$ cat src/design/irpd_pkg.sv
package irpd_pkg;

    // Register file layout of the configuration port
    localparam int unsigned CFG_COUNT    = 6;
    localparam int unsigned CFG_IDX_W    = 3;
    localparam int unsigned TICK_W       = 8;
    localparam int unsigned WORD_W       = 32;
    localparam int unsigned BYTE_W       = 8;
    localparam int unsigned BITCNT_W     = 6;

    typedef enum logic [CFG_IDX_W-1:0] {
        CFG_PREAMBLE_MIN = 3'd0,
        CFG_PREAMBLE_MAX = 3'd1,
        CFG_ZERO_MIN     = 3'd2,
        CFG_ZERO_MAX     = 3'd3,
        CFG_ONE_MIN      = 3'd4,
        CFG_ONE_MAX      = 3'd5
    } cfg_idx_t;

    // Reset values of the timing windows
    localparam logic [TICK_W-1:0] PREAMBLE_MIN_RST = 8'd195;
    localparam logic [TICK_W-1:0] PREAMBLE_MAX_RST = 8'd239;
    localparam logic [TICK_W-1:0] ZERO_MIN_RST     = 8'd16;
    localparam logic [TICK_W-1:0] ZERO_MAX_RST     = 8'd20;
    localparam logic [TICK_W-1:0] ONE_MIN_RST      = 8'd32;
    localparam logic [TICK_W-1:0] ONE_MAX_RST      = 8'd39;

    // Bits in one frame
    localparam logic [BITCNT_W-1:0] FRAME_BITS = 6'd32;

    // Item mode codes
    localparam logic MODE_EDGE = 1'b0;
    localparam logic MODE_ACK  = 1'b1;

    // One captured input item
    typedef struct packed {
        logic              mode;
        logic [TICK_W-1:0] ticks;
        logic              ovf;
    } item_t;

    // Inclusive window match
    function automatic logic in_window(
        input logic [TICK_W-1:0] t,
        input logic [TICK_W-1:0] lo,
        input logic [TICK_W-1:0] hi
    );
        in_window = (t >= lo) && (t <= hi);
    endfunction

    // Address and command bytes must each match their inverted copy
    function automatic logic frame_ok(input logic [WORD_W-1:0] w);
        frame_ok = (w[31:24] == ~w[23:16]) && (w[15:8] == ~w[7:0]);
    endfunction

endpackage

$ cat src/design/ir_pulse_distance_decoder.sv
// Pulse-distance IR frame decoder (NEC-style, 32-bit frames). Each input
// transfer reports one falling edge (tick count since the previous edge and
// a timer-overflow flag, an overflowed interval counting as zero) or, with
// mode set, an acknowledge that releases a finished frame. Every item gives
// exactly one result: the receiver state after the item, a frame_done pulse
// on the edge that completed a frame whose address and command bytes match
// their inverted copies, the 32-bit shift word (first bit in bit 31) and its
// address and command bytes. It takes one item per clock while in_stall is
// low; a result passes the input register and then the result register, and
// the state update of one item is complete before the next leaves the input
// register. The six 8-bit window registers (preamble, zero, one; min and
// max, inclusive) are written through the configuration port; the user must
// write them only while no item is in flight; the block does not enforce
// this. cfg_ready is always high; writes to indexes beyond five are dropped.
module ir_pulse_distance_decoder (
    input  logic                           clk,
    input  logic                           rst_n,
    // input item channel
    input  logic                           in_valid,
    output logic                           in_stall,
    input  logic                           mode,
    input  logic [irpd_pkg::TICK_W-1:0]    interval_ticks,
    input  logic                           timer_overflow,
    // result channel
    output logic                           out_valid,
    input  logic                           out_stall,
    output logic [1:0]                     receiver_state,
    output logic                           frame_done,
    output logic [irpd_pkg::WORD_W-1:0]    frame_word,
    output logic [irpd_pkg::BYTE_W-1:0]    address,
    output logic [irpd_pkg::BYTE_W-1:0]    command,
    // configuration write channel
    input  logic                           cfg_valid,
    output logic                           cfg_ready,
    input  logic [irpd_pkg::CFG_IDX_W-1:0] cfg_index,
    input  logic [irpd_pkg::TICK_W-1:0]    cfg_data
);

    typedef enum logic [1:0] {
        PH_IDLE = 2'd0,
        PH_RECV = 2'd1,
        PH_DONE = 2'd2
    } phase_t;

    // Window registers
    logic [irpd_pkg::TICK_W-1:0] pre_min_reg, pre_max_reg;
    logic [irpd_pkg::TICK_W-1:0] zero_min_reg, zero_max_reg;
    logic [irpd_pkg::TICK_W-1:0] one_min_reg, one_max_reg;

    // Input stage
    logic                s1_valid_reg;
    irpd_pkg::item_t     s1_item_reg;

    // Receiver state
    phase_t                         phase_reg, phase_next;
    logic [irpd_pkg::BITCNT_W-1:0]  bit_count_reg, bit_count_next;
    logic [irpd_pkg::WORD_W-1:0]    shift_reg, shift_next;
    logic                           done_next;

    // Result stage
    logic                           out_valid_reg;
    phase_t                         out_phase_reg;
    logic                           out_done_reg;
    logic [irpd_pkg::WORD_W-1:0]    out_word_reg;

    logic                           in_xfer;
    logic                           proc;
    logic [irpd_pkg::TICK_W-1:0]    t_eff;
    logic                           is_one, is_zero;

    // Advance the input stage whenever the result register is free or draining
    assign proc     = s1_valid_reg && (!out_valid_reg || !out_stall);
    assign in_stall = s1_valid_reg && out_valid_reg && out_stall;
    assign in_xfer  = in_valid && !in_stall;

    assign cfg_ready = 1'b1;

    // Classify the interval
    assign t_eff   = s1_item_reg.ovf ? '0 : s1_item_reg.ticks;
    assign is_one  = irpd_pkg::in_window(t_eff, one_min_reg, one_max_reg);
    assign is_zero = irpd_pkg::in_window(t_eff, zero_min_reg, zero_max_reg);

    // Next receiver state for the item in the input stage
    always_comb
    begin
        phase_next     = phase_reg;
        bit_count_next = bit_count_reg;
        shift_next     = shift_reg;
        done_next      = 1'b0;
        if (s1_item_reg.mode == irpd_pkg::MODE_ACK)
        begin
            if (phase_reg == PH_DONE)
            begin
                phase_next = PH_IDLE;
            end
        end
        else
        begin
            unique case (phase_reg)
                PH_IDLE:
                begin
                    if (irpd_pkg::in_window(t_eff, pre_min_reg, pre_max_reg))
                    begin
                        bit_count_next = '0;
                        phase_next     = PH_RECV;
                    end
                end
                PH_RECV:
                begin
                    shift_next = {shift_reg[irpd_pkg::WORD_W-2:0], is_one};
                    if (is_one || is_zero)
                    begin
                        bit_count_next = bit_count_reg + 1'b1;
                        if (bit_count_next == irpd_pkg::FRAME_BITS)
                        begin
                            if (irpd_pkg::frame_ok(shift_next))
                            begin
                                phase_next = PH_DONE;
                                done_next  = 1'b1;
                            end
                            else
                            begin
                                phase_next = PH_IDLE;
                            end
                        end
                    end
                    else
                    begin
                        phase_next = PH_IDLE;
                    end
                end
                PH_DONE:
                begin
                    phase_next = PH_DONE;
                end
                default:
                begin
                    phase_next = PH_IDLE;
                end
            endcase
        end
    end

    // Hold configuration, input stage, receiver state and results
    always_ff @(posedge clk or negedge rst_n)
    begin
        if (!rst_n)
        begin
            pre_min_reg   <= irpd_pkg::PREAMBLE_MIN_RST;
            pre_max_reg   <= irpd_pkg::PREAMBLE_MAX_RST;
            zero_min_reg  <= irpd_pkg::ZERO_MIN_RST;
            zero_max_reg  <= irpd_pkg::ZERO_MAX_RST;
            one_min_reg   <= irpd_pkg::ONE_MIN_RST;
            one_max_reg   <= irpd_pkg::ONE_MAX_RST;
            s1_valid_reg  <= 1'b0;
            phase_reg     <= PH_IDLE;
            bit_count_reg <= '0;
            shift_reg     <= '0;
            out_valid_reg <= 1'b0;
            out_phase_reg <= PH_IDLE;
            out_done_reg  <= 1'b0;
        end
        else
        begin
            // write a window register; drop unknown indexes
            if (cfg_valid && cfg_ready)
            begin
                case (cfg_index)
                    irpd_pkg::CFG_PREAMBLE_MIN: pre_min_reg  <= cfg_data;
                    irpd_pkg::CFG_PREAMBLE_MAX: pre_max_reg  <= cfg_data;
                    irpd_pkg::CFG_ZERO_MIN:     zero_min_reg <= cfg_data;
                    irpd_pkg::CFG_ZERO_MAX:     zero_max_reg <= cfg_data;
                    irpd_pkg::CFG_ONE_MIN:      one_min_reg  <= cfg_data;
                    irpd_pkg::CFG_ONE_MAX:      one_max_reg  <= cfg_data;
                    default: ;
                endcase
            end

            // capture an input transfer, or empty the stage once processed
            if (in_xfer)
            begin
                s1_valid_reg <= 1'b1;
                s1_item_reg  <= '{mode: mode, ticks: interval_ticks, ovf: timer_overflow};
            end
            else if (proc)
            begin
                s1_valid_reg <= 1'b0;
            end

            // commit the item and load the result register
            if (proc)
            begin
                phase_reg     <= phase_next;
                bit_count_reg <= bit_count_next;
                shift_reg     <= shift_next;
                out_valid_reg <= 1'b1;
                out_phase_reg <= phase_next;
                out_done_reg  <= done_next;
                out_word_reg  <= shift_next;
            end
            else if (out_valid_reg && !out_stall)
            begin
                out_valid_reg <= 1'b0;
            end
        end
    end

    assign out_valid      = out_valid_reg;
    assign receiver_state = out_phase_reg;
    assign frame_done     = out_done_reg;
    assign frame_word     = out_word_reg;
    assign address        = out_word_reg[31:24];
    assign command        = out_word_reg[15:8];

    // A completed frame is always reported in the done state
    a_done_state: assert property (@(posedge clk) disable iff (!rst_n)
        out_valid_reg && out_done_reg |-> out_phase_reg == PH_DONE)
        else $error("frame_done without done state");

    // The bit counter never passes a frame length while receiving
    a_count_range: assert property (@(posedge clk) disable iff (!rst_n)
        phase_reg == PH_RECV |-> bit_count_reg < irpd_pkg::FRAME_BITS)
        else $error("bit counter out of range while receiving");

    // Only an acknowledge leaves the done state
    a_done_hold: assert property (@(posedge clk) disable iff (!rst_n)
        phase_reg == PH_DONE && !(proc && s1_item_reg.mode == irpd_pkg::MODE_ACK)
        |=> phase_reg == PH_DONE)
        else $error("done state left without acknowledge");

    // A result that was taken and not replaced disappears
    a_out_drain: assert property (@(posedge clk) disable iff (!rst_n)
        out_valid_reg && !out_stall && !proc |=> !out_valid_reg)
        else $error("result repeated");

    // Back-pressure only with a full input stage behind a stalled result
    a_stall_cause: assert property (@(posedge clk) disable iff (!rst_n)
        in_stall |-> s1_valid_reg && out_valid_reg)
        else $error("input stalled without cause");

endmodule

$ cat config.mk
export PLATFORM = sky130hd
export DESIGN_NAME = ir_pulse_distance_decoder
export DESIGN_NICKNAME = d
export VERILOG_FILES = /design/src/design/irpd_pkg.sv /design/src/design/ir_pulse_distance_decoder.sv
export SDC_FILE = /design/constraint.sdc
export NUM_CORES = 1
export LEC_CHECK = 0
export BUFFER_PORTS_ARGS = -buffer_cell sky130_fd_sc_hd__buf_4
export CAP_MARGIN = 20
export CELL_PAD_IN_SITES_DETAIL_PLACEMENT = 0
export CELL_PAD_IN_SITES_GLOBAL_PLACEMENT = 2
export CORE_ASPECT_RATIO = 0.5
export CORE_UTILIZATION = 40
export DETAILED_ROUTE_END_ITERATION = 16
export HOLD_SLACK_MARGIN = 0.05
export PLACE_DENSITY_LB_ADDON = 0.1
export SLEW_MARGIN = 40
export SYNTH_ARGS = -nofsm -noshare
export SYNTH_HDL_FRONTEND = slang
export SYNTH_SLANG_ARGS = --single-unit
$ cat constraint.sdc
create_clock -name clk -period 6.9 [get_ports clk]
set_clock_uncertainty 0.2 [all_clocks]
set_input_delay 0.345 -clock clk [delete_from_list [all_inputs] [get_ports clk]]
set_output_delay 0.345 -clock clk [all_outputs]
set_load 0.02 [all_outputs]
# [After elaboration in Yosys (flattened, before gate mapping)]
# Cells that the tools add are included.
[word_totals] ff_bits=133 memories=0 mem_bits_ro=0 ramBits=0 latch_bits=0 word_cells=92
[op_classes] n_bitwise=3 n_eq_ne=15 n_mul=0 mux=22 order_cmp=6 shift=0 reduce_logical=29 n_addsub=1 div_mod_pow=0
[ops] op="$mux W32" count=2
[ops] op="$ge A8 B8 Y1" count=3
[ops] op="$le A8 B8 Y1" count=3
[ops] op="$eq A8 B8 Y1" count=2
[ops] op="$not A8 Y8" count=2
[ops] op="$reduce_and A2 Y1" count=8
[ops] op="$mux W2" count=6
[ops] op="$mux W6" count=2
[ops] op="$pmux W6 S2" count=1
[ops] op="$logic_and A1 B1 Y1" count=9
[ops] op="$mux W1" count=9
[ops] op="$mux W8" count=1
[ops] op="$add A6 B1 Y6 const B" count=1
[ops] op="$eq A3 B2 Y1 const B" count=2
[ops] op="$eq A3 B3 Y1 const B" count=2
[ops] op="$eq A6 B6 Y1 const B" count=1
[ops] op="$pmux W2 S3" count=1
[ops] op="$reduce_bool A2 Y1" count=3
[ops] op="$reduce_and A5 Y1" count=1
[ops] op="$ne A2 B2 Y1 const B" count=2
[ops] op="$ne A4 B4 Y1 const B" count=1
[ops] op="$reduce_and A4 Y1" count=1
[ops] op="$eq A3 B1 Y1 const B" count=1
[ops] op="$logic_not A1 Y1" count=3
[ops] op="8 further kinds" count=9

# [Logic depth before layout (Yosys ltp)]
[logic_depth] ltp_word=11 depth_mapped=9 ltp_nobuf=9

# [Worst setup path after synthesis]
# Ideal clock, no wire load.
[synth_path] path_kind="register to register" startpoint="register s1_item_reg[0] in the netlist's numbering" endpoint="register out_phase_reg[0] (netlist: receiver_state[0])" setup_slack_ns=4.281 n_path_buf=0 setup_time_ns=0.125 t_arrival_ns=2.294 stages_incl_launch_ff=10 t_required_ns=6.575 cell_sequence="edfxtp_1 nand2b_1 ha_1 nand2b_1 a21oi_1 nor2_1 o311ai_4 o22ai_2 a21o_1 mux2_4"
[synth_via] elab_chain_cells=7 word_cells_on_any_way=17
[synth_lines] item="from (decl)" line_no="ir_pulse_distance_decoder.sv:52" text="irpd_pkg::item_t s1_item_reg;"
[synth_lines] item="from (signal assigned)" line_no="ir_pulse_distance_decoder.sv:183" text="s1_item_reg <= '{mode: mode, ticks: interval_ticks, ovf: timer_overflow};"
[synth_lines] item="$mux W8 (*)" line_no="ir_pulse_distance_decoder.sv:79" text="assign t_eff = s1_item_reg.ovf ? '0 : s1_item_reg.ticks;"
[synth_lines] item="$ge A8 B8 Y1 or $le A8 B8 Y1 (tied branches)" line_no="irpd_pkg.sv:48" text="in_window = (t >= lo) && (t <= hi);"
[synth_lines] item="$logic_and A1 B1 Y1" line_no="irpd_pkg.sv:48"
[synth_lines] item="$logic_or A1 B1 Y1" line_no="ir_pulse_distance_decoder.sv:111" text="if (is_one || is_zero)"
[synth_lines] item="$mux W2" line_no="ir_pulse_distance_decoder.sv:111"
[synth_lines] item="$pmux W2 S3" line_no="ir_pulse_distance_decoder.sv:99" text="unique case (phase_reg)"
[synth_lines] item="$mux W2" line_no="ir_pulse_distance_decoder.sv:90" text="if (s1_item_reg.mode == irpd_pkg::MODE_ACK)"
[synth_lines] item="to (signal assigned)" line_no="ir_pulse_distance_decoder.sv:197" text="out_phase_reg <= phase_next;"
[synth_lines] item="to (decl)" line_no="ir_pulse_distance_decoder.sv:62" text="phase_t out_phase_reg;"
# Every way passes the cells marked *; elsewhere a longest branch is shown, timed or not.
# A chain may end at the register's enable or synchronous reset.

# [Worst setup path after layout]
# Ends and elaborated chain as after synthesis.

==> metrics.yaml <==
outcome: "complete, no violations"
ys_top_cells_by_area: "dfrtp_1, edfxtp_1, mux2_2"
worstSetupStartpointType: "register"
drt-pass1-iter-count: 4
start_util_pct: 41.2
leakage_nw: 3.93
finalSetupViolations: 0
cts_resized: 0
routed_wl_um: 15200
die_x_um: 186
rsz0062_at_grt: "false"
wl_per_cell_um: 15.8
drive_gt1_share_pct: 26.9
final_net_count: 787
synthCells: 626
synth_top_area_share_pct: 26.5
diodes: 0
cp.required_ps: 7000
synth_top_area_cell: "dfrtp_1"
antenna_found_initial: 0
cp_cell_sequence: "and2b_1 > ha_1 > and4_1 > nand4_1 > o22ai_1 > a21oi_1 > o22ai_2 > a21o_1 > mux2_4"
synth_ff_type: "dfrtp_1"
report.final.slew_viol_count: 0
hold_class: "input pin to register"
fmax_ghz: 0.330
synth_fp_nets: 695
cts_buffers: 17
cts_tree: "built"
fp.dieH_um: 94.2
die_area_sq_mm: 0.0176
met2_length_um: 6910
grt_max_degree: 57
wl_met1_um: 7630
htreeDepth: 4
yosys_warnings: 0
worstSetupPathType: "register to register"
period_share_pct: 44.0
ys_seq_area_share_pct: 52.3
detail-route-antenna-nets: 0
hold_viol: 0
grt_pass1_vias: 4560
power_density_mw_per_mm2: 294
max_stage_delay_ps: 500
finalPower_mw: 2.45
hpwl_um: 10400
clock_sinks: 133
final_common_cell: "nand2_1"
avgSynthCellArea_sq_um: 10.9
relSlewSlack_pct: 56.6
ir_worst_vdd_mv: 0.172
worstPathArrival_ps: 3140
tns_ps: 0
area_delta_synth_final_pct: 22.6
vias: 4629
ys_types: 59
core_sq_mm: 0.0165
cp-end-kind: "register"
top_level_ports: 80
synth_edf_count: 42
grt_use_total_pct: 18.6
clk_pin_slew_ps: 60
clock_tree.buffer_depth: 2
gp_congestion: 0.784
clkLatencyLatePin_ps: 420
maxCapViolCount: 0
worst_pin_slew_ps: 649
viasPerCell: 4.83
synth-seq-cells: 133
async_flop_share_pct: 68.4
cp_slowest_cell: "edfxtp_1"
critPathTopFamily: "compound AO/OA/AOI/OAI gates"
syn_area_sq_mm: 0.00681
clock-root-buffer: "clkbuf_16"
worstPathMaxFanout: 9
highest_layer: "met4"
overflow: 0
fin_crit_ps: 3030
io_buffers: 78
wl_met3_um: 436
path_buf_inv: 0
drt_iter0_drc: 174
num_rows: 33
cts_setup_buffers: 0
drc: 0
grt_pass1_wl_um: 24400
final_cell_mix: "nand2_1, buf_4, dfrtp_1, mux2_2"
## layer usage
layer  vias to the layer above  global-route usage [%]
li1                       2336                       -
met4                         0                    6.90
met5                         -                       0
met2                        71                    29.6
met3                        19                    3.81
met1                      2203                    25.1
## through the flow
stage          instances  utilization (%)  hold slack, ps  cell area, sq um  setup WS, ps
6_report             958             50.5             218              8340          3870
3_5_place_dp         904             45.6             155              7530          3900
3_3_place_gp         904             45.6             140              7530          3940
4_1_cts              958             50.5             205              8340          3880
5_1_grt              958             50.5             240              8340          3720
2_1_floorplan        626                -            -151              6810          4280
## power by group
group | leakage, nW | internal, mW | switching, mW
combinational | 2.12 | 0.230 | 0.282
clock | 0.273 | 0.567 | 0.346
sequential | 1.54 | 0.950 | 0.0772
total | 3.93 | 1.75 | 0.705
## worst paths after layout
kind,to,startpoint,slack (ps),cells past startpoint
setup reg to reg,receiver_state[0],s1_item_reg[0],3870,9
hold reg to reg,shift_reg[31],shift_reg[31],280,2
hold / removal,one_min_reg[5],cfg_index[0],220,5
setup / recovery,receiver_state[0],s1_item_reg[0],3870,9
min in group asynchronous,pre_min_reg[2],rst_n,240,2
max in group asynchronous,shift_reg[19],rst_n,5340,3
## logic make-up after synthesis
group	after synthesis	share of synthesized area, %
muxes	58	9.60
buffers and inverters	78	5.44
DFF	133	52.3
xor gates and xnor gates	18	2.32
adders and majority gates	43	7.90
other	1	0.0551
AOI/OAI and AO/OA	87	8.42
and+or+nand+nor	208	13.9
## synth_stat cells (5+ instances only)
cell type / number
dfstp_2: 19
a31oi_1: 10
mux2_2: 54
nand4_1: 7
xor2_1: 15
nand2_1: 137
nor2b_1: 7
nor3_1: 6
o21ai_0: 38
ha_1: 43
dfrtp_1: 72
nor2_1: 15
buf_4: 17
clkbuf_1: 9
edfxtp_1: 42
a21oi_1: 14
and3_1: 5
nand2b_1: 8
inv_1: 43
and2b_1: 6
nand3_1: 5
## worst min-delay path, delay by kind of cell
family,cells,cell delay (ps)
AND/OR/NAND/NOR,2,120
AO/OA/AOI/OAI,1,70
buffers and inverters,2,280
## repair_timing
item / 4_1_cts / 5_1_grt
endpoints found under the setup margin: 0 / 0
endpoints found under the hold margin: 84 / 0
hold buffers: 22 / 0
## area by class of cell
| type | instances | area [sq um] |
|---|---|---|
| fill | 1509 | 8170 |
| sequential | 133 | 3560 |
| multi-input combinational | 415 | 2870 |
| timing repair buffer | 108 | 870 |
| clock buffer | 19 | 433 |
| tap | 227 | 284 |
| inverter | 43 | 161 |
| clock inverter | 13 | 158 |
(Power assumes the default switching activity.)
